[src/fpr_pkg.sv]
// fpr_pkg: shared constants, result record and controller/datapath command and status types
// no dependencies
`timescale 1ns / 1ps
`default_nettype none

package fpr_pkg;

    localparam int MAX_PAYLOAD_DEF = 32;
    localparam logic [7:0] START_BYTE_RST = 8'hAA;

    // one result item
    typedef struct packed {
        logic       status;
        logic [7:0] command;
        logic [5:0] frame_length;
        logic [7:0] payload_byte;
        logic [4:0] byte_index;
        logic       last;
    } t_result;

    // controller to datapath
    typedef struct packed {
        logic cap_cmd;   // hold command byte
        logic cap_len;   // hold length byte, start sum and fill
        logic cap_data;  // store payload byte, update sum
        logic out_load;  // load the output register
        logic out_mem;   // loaded result comes from the payload store
        logic out_err;   // loaded result is a checksum mismatch
        logic rd_first;  // read payload entry zero
        logic rd_next;   // read the next payload entry
    } t_dp_cmd;

    // datapath to controller
    typedef struct packed {
        logic start_hit;   // input byte equals start byte
        logic len_over;    // input length above buffer size
        logic len_in_zero; // input length is zero
        logic fill_last;   // this payload byte is the final one
        logic sum_match;   // input byte equals running sum
        logic held_zero;   // held length is zero
        logic first_last;  // held length is one
        logic next_last;   // next read is the final entry
        logic out_free;    // output register can take a result
    } t_dp_sts;

endpackage

`default_nettype wire

[src/fpr_stream_if.sv]
// fpr_stream_if: valid/ready channel with a typed payload
// no dependencies
`timescale 1ns / 1ps
`default_nettype none

interface fpr_stream_if #(
    parameter type T = logic [7:0]
);
    logic valid;
    logic ready;
    T     data;

    modport source (output valid, output data, input ready);
    modport sink   (input valid, input data, output ready);
endinterface

`default_nettype wire

[src/fpr_datapath.sv]
// fpr_datapath: start byte register, header capture, checksum, payload store and output register
// depends on fpr_pkg
`timescale 1ns / 1ps
`default_nettype none

module fpr_datapath import fpr_pkg::*; #(
    parameter int MAX_PAYLOAD = MAX_PAYLOAD_DEF
) (
    input  wire logic       i_clk,
    input  wire logic       i_rst_n,
    input  wire logic       i_cfg_we,
    input  wire logic [7:0] i_cfg_wdata,
    input  wire logic [7:0] i_rx_byte,
    input  wire t_dp_cmd    i_cmd,
    output t_dp_sts         o_sts,
    input  wire logic       i_out_ready,
    output logic            o_out_valid,
    output t_result         o_result
);

    localparam int AW = (MAX_PAYLOAD > 1) ? $clog2(MAX_PAYLOAD) : 1;
    localparam int CW = $clog2(MAX_PAYLOAD + 1);

    logic [7:0]    r_start_byte;
    logic [7:0]    r_cmd;
    logic [CW-1:0] r_len;
    logic [CW-1:0] r_fill;
    logic [7:0]    r_sum;
    logic [CW-1:0] r_rd_idx;
    logic [7:0]    r_mem [MAX_PAYLOAD];

    logic          r_out_valid;
    logic          r_out_status;
    logic [7:0]    r_out_cmd;
    logic [5:0]    r_out_len;
    logic [7:0]    r_rd_data;
    logic [4:0]    r_out_idx;
    logic          r_out_last;

    logic [AW-1:0] rd_addr;
    logic [7:0]    len_ext;
    logic [7:0]    addr_ext;
    logic          rd_last;

    assign rd_addr  = i_cmd.rd_first ? '0 : r_rd_idx[AW-1:0];
    assign len_ext  = 8'(r_len);
    assign addr_ext = 8'(rd_addr);
    assign rd_last  = i_cmd.rd_first ? o_sts.first_last : o_sts.next_last;

    always_comb begin
        o_sts.start_hit   = (i_rx_byte == r_start_byte);
        o_sts.len_over    = (i_rx_byte > 8'(MAX_PAYLOAD));
        o_sts.len_in_zero = (i_rx_byte == 8'd0);
        o_sts.fill_last   = ((CW+1)'(r_fill) + (CW+1)'(1)) >= (CW+1)'(r_len);
        o_sts.sum_match   = (i_rx_byte == r_sum);
        o_sts.held_zero   = (r_len == '0);
        o_sts.first_last  = (r_len == CW'(1));
        o_sts.next_last   = ((CW+1)'(r_rd_idx) + (CW+1)'(1)) == (CW+1)'(r_len);
        o_sts.out_free    = !r_out_valid || i_out_ready;
    end

    // header, checksum and counters
    always_ff @(posedge i_clk) begin
        if (!i_rst_n) begin
            r_start_byte <= START_BYTE_RST;
            r_cmd        <= '0;
            r_len        <= '0;
            r_fill       <= '0;
            r_sum        <= '0;
            r_rd_idx     <= '0;
        end else begin
            if (i_cfg_we) begin
                r_start_byte <= i_cfg_wdata;
            end
            if (i_cmd.cap_cmd) begin
                r_cmd <= i_rx_byte;
            end
            if (i_cmd.cap_len) begin
                r_len  <= i_rx_byte[CW-1:0];
                r_fill <= '0;
                r_sum  <= r_cmd + i_rx_byte;
            end
            if (i_cmd.cap_data) begin
                r_fill <= r_fill + CW'(1);
                r_sum  <= r_sum + i_rx_byte;
            end
            if (i_cmd.rd_first) begin
                r_rd_idx <= CW'(1);
            end else if (i_cmd.rd_next) begin
                r_rd_idx <= r_rd_idx + CW'(1);
            end
        end
    end

    // payload store write port
    always_ff @(posedge i_clk) begin
        if (i_cmd.cap_data) begin
            r_mem[r_fill[AW-1:0]] <= i_rx_byte;
        end
    end

    // registered read doubles as the payload field of the output register
    always_ff @(posedge i_clk) begin
        if (i_cmd.out_load) begin
            r_rd_data <= i_cmd.out_mem ? r_mem[rd_addr] : 8'd0;
        end
    end

    always_ff @(posedge i_clk) begin
        if (i_cmd.out_load) begin
            r_out_status <= i_cmd.out_err;
            r_out_cmd    <= r_cmd;
            r_out_len    <= len_ext[5:0];
            r_out_idx    <= i_cmd.out_mem ? addr_ext[4:0] : 5'd0;
            r_out_last   <= i_cmd.out_mem ? rd_last : 1'b1;
        end
    end

    always_ff @(posedge i_clk) begin
        if (!i_rst_n) begin
            r_out_valid <= 1'b0;
        end else if (i_cmd.out_load) begin
            r_out_valid <= 1'b1;
        end else if (i_out_ready) begin
            r_out_valid <= 1'b0;
        end
    end

    assign o_out_valid           = r_out_valid;
    assign o_result.status       = r_out_status;
    assign o_result.command      = r_out_cmd;
    assign o_result.frame_length = r_out_len;
    assign o_result.payload_byte = r_rd_data;
    assign o_result.byte_index   = r_out_idx;
    assign o_result.last         = r_out_last;

endmodule

`default_nettype wire

[src/fpr_controller.sv]
// fpr_controller: frame parse state machine, drives datapath commands and input ready
// depends on fpr_pkg
`timescale 1ns / 1ps
`default_nettype none

module fpr_controller import fpr_pkg::*; (
    input  wire logic    i_clk,
    input  wire logic    i_rst_n,
    input  wire logic    i_rx_valid,
    output logic         o_rx_ready,
    input  wire t_dp_sts i_sts,
    output t_dp_cmd      o_cmd
);

    typedef enum logic [5:0] {
        S_HUNT  = 6'b000001,
        S_CMD   = 6'b000010,
        S_LEN   = 6'b000100,
        S_DATA  = 6'b001000,
        S_SUM   = 6'b010000,
        S_DRAIN = 6'b100000
    } t_state;

    t_state r_state;
    t_state n_state;
    logic   rx_fire;

    assign rx_fire = i_rx_valid && o_rx_ready;

    always_comb begin
        n_state    = r_state;
        o_cmd      = '0;
        o_rx_ready = 1'b1;
        unique case (r_state)
            S_CMD: begin
                if (rx_fire) begin
                    o_cmd.cap_cmd = 1'b1;
                    n_state       = S_LEN;
                end
            end
            S_LEN: begin
                if (rx_fire) begin
                    if (i_sts.len_over) begin
                        n_state = S_HUNT;
                    end else begin
                        o_cmd.cap_len = 1'b1;
                        n_state       = i_sts.len_in_zero ? S_SUM : S_DATA;
                    end
                end
            end
            S_DATA: begin
                if (rx_fire) begin
                    o_cmd.cap_data = 1'b1;
                    if (i_sts.fill_last) begin
                        n_state = S_SUM;
                    end
                end
            end
            S_SUM: begin
                o_rx_ready = i_sts.out_free;
                if (rx_fire) begin
                    o_cmd.out_load = 1'b1;
                    n_state        = S_HUNT;
                    if (!i_sts.sum_match) begin
                        o_cmd.out_err = 1'b1;
                    end else if (!i_sts.held_zero) begin
                        o_cmd.out_mem  = 1'b1;
                        o_cmd.rd_first = 1'b1;
                        if (!i_sts.first_last) begin
                            n_state = S_DRAIN;
                        end
                    end
                end
            end
            S_DRAIN: begin
                o_rx_ready = 1'b0;
                if (i_sts.out_free) begin
                    o_cmd.out_load = 1'b1;
                    o_cmd.out_mem  = 1'b1;
                    o_cmd.rd_next  = 1'b1;
                    if (i_sts.next_last) begin
                        n_state = S_HUNT;
                    end
                end
            end
            default: begin
                // hunting, and any stray code behaves as hunting
                if (rx_fire) begin
                    n_state = i_sts.start_hit ? S_CMD : S_HUNT;
                end else begin
                    n_state = S_HUNT;
                end
            end
        endcase
    end

    always_ff @(posedge i_clk) begin
        if (!i_rst_n) begin
            r_state <= S_HUNT;
        end else begin
            r_state <= n_state;
        end
    end

endmodule

`default_nettype wire

[src/framed_packet_receiver.sv]
// framed_packet_receiver: one byte transfer per cycle while parsing start, command, length,
// payload and, once the output register is free, checksum; first result in the cycle after
// the checksum transfer, then one per cycle while results are accepted; n payload bytes hold
// the input off while the store drains entries 1 to n-1, at a rate set by its single read port
// synchronous active-low reset: parser hunts, start byte 8'hAA, no result pending
// payload store is not cleared, entries are read only after being written
`timescale 1ns / 1ps
`default_nettype none

module framed_packet_receiver import fpr_pkg::*; #(
    parameter int MAX_PAYLOAD = MAX_PAYLOAD_DEF   // payload store depth, 1 to 32
) (
    input  wire logic       i_clk,
    input  wire logic       i_rst_n,
    // start byte register
    input  wire logic       i_cfg_we,
    input  wire logic [7:0] i_cfg_wdata,
    // received bytes
    fpr_stream_if.sink      i_rx,
    // result items
    fpr_stream_if.source    o_res
);

    t_dp_cmd dp_cmd;
    t_dp_sts dp_sts;
    t_result dp_result;
    logic    dp_out_valid;
    logic    rx_ready;

    // parse sequencing: which byte position we are at, when to drain
    fpr_controller u_ctrl (
        .i_clk      (i_clk),
        .i_rst_n    (i_rst_n),
        .i_rx_valid (i_rx.valid),
        .o_rx_ready (rx_ready),
        .i_sts      (dp_sts),
        .o_cmd      (dp_cmd)
    );

    // header registers, running checksum, payload store and output register
    fpr_datapath #(
        .MAX_PAYLOAD (MAX_PAYLOAD)
    ) u_dp (
        .i_clk       (i_clk),
        .i_rst_n     (i_rst_n),
        .i_cfg_we    (i_cfg_we),
        .i_cfg_wdata (i_cfg_wdata),
        .i_rx_byte   (i_rx.data),
        .i_cmd       (dp_cmd),
        .o_sts       (dp_sts),
        .i_out_ready (o_res.ready),
        .o_out_valid (dp_out_valid),
        .o_result    (dp_result)
    );

    // input is held off during drain, and on the checksum byte while a result
    // from the previous frame still waits in the output register
    assign i_rx.ready  = rx_ready;
    assign o_res.valid = dp_out_valid;
    assign o_res.data  = dp_result;

endmodule

`default_nettype wire

[src/flat_wrapper.sv]
// flat-port wrapper written by rule: the top's interface ports become plain ports
module framed_packet_receiver_flat import fpr_pkg::*;
#(
    parameter int MAX_PAYLOAD = MAX_PAYLOAD_DEF                                  
)
  (i_clk, i_rst_n, i_cfg_we, i_cfg_wdata, i_rx_valid, i_rx_data, i_rx_ready, o_res_valid, o_res_data, o_res_ready);
  fpr_stream_if #(.T(logic [7:0])) i_rx_i ();
  fpr_stream_if #(.T(t_result)) o_res_i ();
  input  wire logic i_clk;
  input  wire logic i_rst_n;
  input  wire logic i_cfg_we;
  input  wire logic [7:0] i_cfg_wdata;
  input wire logic [$bits(i_rx_i.valid)-1:0] i_rx_valid;
  input wire logic [$bits(i_rx_i.data)-1:0] i_rx_data;
  output wire logic [$bits(i_rx_i.ready)-1:0] i_rx_ready;
  output wire logic [$bits(o_res_i.valid)-1:0] o_res_valid;
  output wire logic [$bits(o_res_i.data)-1:0] o_res_data;
  input wire logic [$bits(o_res_i.ready)-1:0] o_res_ready;
  assign i_rx_i.valid = i_rx_valid;
  assign i_rx_i.data = i_rx_data;
  assign i_rx_ready = i_rx_i.ready;
  assign o_res_valid = o_res_i.valid;
  assign o_res_data = o_res_i.data;
  assign o_res_i.ready = o_res_ready;
  framed_packet_receiver #(.MAX_PAYLOAD(MAX_PAYLOAD)) u_core (.i_clk(i_clk), .i_rst_n(i_rst_n), .i_cfg_we(i_cfg_we), .i_cfg_wdata(i_cfg_wdata), .i_rx(i_rx_i), .o_res(o_res_i));
endmodule
[config.mk]
export PLATFORM = sky130hd
export DESIGN_NAME = framed_packet_receiver_flat
export DESIGN_NICKNAME = d
export VERILOG_FILES = /design/src/fpr_pkg.sv /design/src/fpr_stream_if.sv /design/src/fpr_datapath.sv /design/src/fpr_controller.sv /design/src/framed_packet_receiver.sv /design/src/flat_wrapper.sv
export SDC_FILE = /design/constraint.sdc
export NUM_CORES = 1
export LEC_CHECK = 0
export CAP_MARGIN = 5
export CORE_MARGIN = 2
export CORE_UTILIZATION = 40
export CTS_CLUSTER_SIZE = 16
export DETAILED_ROUTE_END_ITERATION = 8
export DONT_BUFFER_PORTS = 1
export PLACE_DENSITY = 0.58
export SLEW_MARGIN = 20
export SYNTH_ARGS = -nofsm -noshare
export SYNTH_HDL_FRONTEND = slang
export SYNTH_SLANG_ARGS = --single-unit
[constraint.sdc]
create_clock -name i_clk -period 5 [get_ports i_clk]
set_input_delay 0.75 -clock i_clk [delete_from_list [all_inputs] [get_ports i_clk]]
set_output_delay 0.75 -clock i_clk [all_outputs]
set_load 0.01 [all_outputs]
==> summary.txt <==
Power and ir drop
  – Sequential Power Share: 54.3%
  – Int Power: 4.50 mW
  – Lkg Pwr: 4.88 nW
  – Gate power share: 0.6%
  – Clock power frac: 45.1%
  – Sw power: 1.07 mW
  – Power Density: 352 nW/um^2
  – Switching Fraction: 19.2%
  – Worst vdd ir: 0.000171 V

Timing
  – FMAX: 0.278 GHz
  – Final hold slack: 0.303 ns
  – Setup violators final: 0
  – Setup repair after global routing missed its margin: false
  – Slew headroom: 33.9%
  – Slew at the pin with the worst max-slew slack: 0.988 ns
  – Final Skew: 0.0179 ns
  – Fin. max-slew vios: 0
  – Period minus WS final: 3.59 ns
  – Setup TNS: 0 ns
  – Final period util: 71.8%
  – Final Hold Vio Count: 0

Logic synthesis
  – Seq/Total Area, Yosys: 67.2%
  – Adder-cell share of the synthesized area: 1.73%
  – Synthesized instance count: 1009
  – Syn Std Cell Area: 14200 sq um
  – Area contributors post-synth: edfxtp_1 (60%), dfxtp_1 (6.9%), mux4_2 (5.1%)
  – Multiplexer share of the synthesized area: 9.23%
  – Synthesized Nets: 1049
  – Area share of the largest cell type after synthesis: 60.3%
  – Synth Register Bits: 334
  – Post-synth ARST share: 0%
  – Synth warn: 0
  – Synth unique cells: 51
  – Post-synth EDFFs: 285
  – Post-synth top flop: edfxtp_1
  – Xor/xnor cell area share of the yosys netlist: 2.41%
  – Compound-gate portion of the synthesized area: 8.23%
  – Synth area leader: edfxtp_1
  – Largest family of logic cells by synthesized area: multiplexers
  – Post-Synth Simple-Gate Area: 8.87%
  – Mapped Avg Cell Area: 14.1 sq um

Critical path
  – Worst Path Required: 5.24 ns
  – Critical Path Start Type: flop
  – WP data arrival: 3.84 ns
  – R2R Setup Slk: 1.41 ns
  – Crit-path max FO: 29
  – Worst Setup Path Type: flop to flop
  – Crit end category: flop

Worst hold path
  – Hold Path Class: primary input to flop

Detailed routing
  – DRT Pass-1 Iters: 5
  – Post-route ant nets: 0
  – DRT iter0 DRCs: 642
  – Vias: 8327
  – DRC Markers: 0
  – Final WL: 34.0 mm
  – Wirelength per Cell: 22.9 um
  – Vias per inst: 5.61

Clock network
  – Clock slew at reported path FFs: 0.06 ns
  – Post-CTS Hold Buffers: 0
  – Resized Gates After CTS: 0
  – H-tree depth: 2
  – Root Driver: clkbuf_16
  – Sink Count: 334
  – CTS tree: done
  – Clock latency on the worst-skew pair: 0.52 ns
  – Number of buffers created by CTS: 35
  – Post-CTS Setup Bufs: 0
  – Clk buf depth: 3

Layout
  – Share of cells above drive strength 1: 14.6%
  – N_diodes: 0
  – FILL cells: 3170
  – Final core utilization: 44.8%
  – Commonest non-fill, non-tap cell in the layout: edfxtp_1
  – Most frequent cells in the layout: edfxtp_1 (285), nor2_1 (84), nand2_1 (65)
  – Post-layout net count: 1039
  – Syn-to-layout area delta: 11.2%

Floorplan
  – Initial Utilization: 40.3%
  – Die Ht: 192 um
  – Boundary Pins: 52
  – DIE WIDTH: 192 um
  – Core area: 35200 sq um
  – Site row count: 69
  – Area of the die: 37000 sq um

GRT
  – Vias in the first global route: 8050
  – Total track usage: 18.8%
  – Aggregate global routing overflow: 0
  – Initial antenna violation count: 0
  – First-pass GRT wire length: 51.8 mm
  – Largest net degree at the start of global routing: 67

Run
  – Maxcap violations: 0

Place
  – DPL Wire Length: 20.7 mm
  – Port Buffer Count: 0
  – Placer Congestion: 0.852

Outcome
  – Status: finished clean
-- power groups by stage --
stage	registers [mW]	clock network (mW)	logic (mW)
4_1_cts	3.02	2.55	0.0343
5_1_grt	3.02	2.66	0.0389
2_1_floorplan	3.08	0	0.0305
3_5_place_dp	3.08	0	0.0342
6_report	3.02	2.51	0.0340
3_3_place_gp	3.08	0	0.0336
-- critical path, cell delays in order, from the launching register on --
cell      delay [ns]
dfxtp_1         0.33
or4_4           0.56
or4b_4          0.56
or4_2           1.05
buf_4           0.28
nand3_1         0.07
o211ai_1        0.11
a21oi_1         0.25
nand3_1         0.10
-- stage by stage --
stage | setup WS, ns | instance area, sq um | instances | power [mW]
3_5_place_dp | 1.24 | 14700 | 1422 | 3.11
2_1_floorplan | 1.79 | 14200 | 1009 | 3.11
5_1_grt | 1.06 | 15800 | 1485 | 5.72
3_3_place_gp | 1.31 | 14700 | 1422 | 3.11
6_report | 1.41 | 15800 | 1485 | 5.56
4_1_cts | 1.26 | 15800 | 1484 | 5.60
-- sequential cells by signal (all words and copies together), names as in the netlist, 5 cells and up --
signal and cells:
u_core.u_dp.r_cmd 8, u_core.u_dp.r_out_idx 5, u_core.u_dp.r_out_cmd 8, u_core.u_dp.r_sum 8, u_core.u_dp.r_len 6, u_core.u_ctrl.r_state 6
u_core.u_dp.r_out_len 6, u_core.u_dp.r_rd_data 8, u_core.u_dp.r_mem 256, u_core.u_dp.r_fill 6, u_core.u_dp.r_start_byte 8, u_core.u_dp.r_rd_idx 6
-- final timing paths --
check        cells past startpoint                     start                     endpoint
max                              8  u_core.u_ctrl.r_state[5]     u_core.u_dp.r_rd_data[7]
min                              1                   i_rst_n  u_core.u_dp.r_start_byte[7]
max reg2reg                      8  u_core.u_ctrl.r_state[5]     u_core.u_dp.r_rd_data[7]
min reg2reg                      0      u_core.u_dp.r_cmd[0]     u_core.u_dp.r_out_cmd[0]
-- cells by family after synthesis --
kind of cell	after synthesis
multiplexers	87
AO/OA/AOI/OAI	191
XOR/XNOR	39
adder cells (fa/ha/maj)	19
AND/OR/NAND/NOR	262
buffers and inverters	77
flip-flops	334
-- cell usage after synthesis (all sizes together) (3+ instances only) --
cell     instances
a21o             5
a21oi           62
a31oi            3
and2             5
buf             19
clkbuf          47
dfxtp           49
edfxtp         285
ha              18
inv             11
mux2            32
mux2i           23
mux4            32
nand2           65
nand2b           6
nand3           42
nand3b           4
nand4            8
nor2            84
nor2b            9
nor3            13
nor4             5
o2111ai          5
o211ai          55
o21ai           50
or3              6
or4              6
xnor2           26
xor2            13
-- layout make-up --
cell class              instances  area (sq um)  area share [%]
multi-input cells             598          4360            27.6
well taps                     461           577            3.65
clock inverters                19           143           0.903
clock buffers                  43           958            6.07
inverters                      11          41.3           0.262
flip-flops and latches        334          9540            60.5
repair buffers                 19           163            1.03
-- routing by layer --
layer | vias to the layer above | wire [um] | track usage (%)
met4 | 0 | 772 | 4.93
met2 | 239 | 15600 | 29.0
met3 | 46 | 1870 | 3.22
met5 | - | 0 | 0
met1 | 4208 | 15800 | 27.6
li1 | 3834 | - | -
Power figures use the tool's default switching activity.
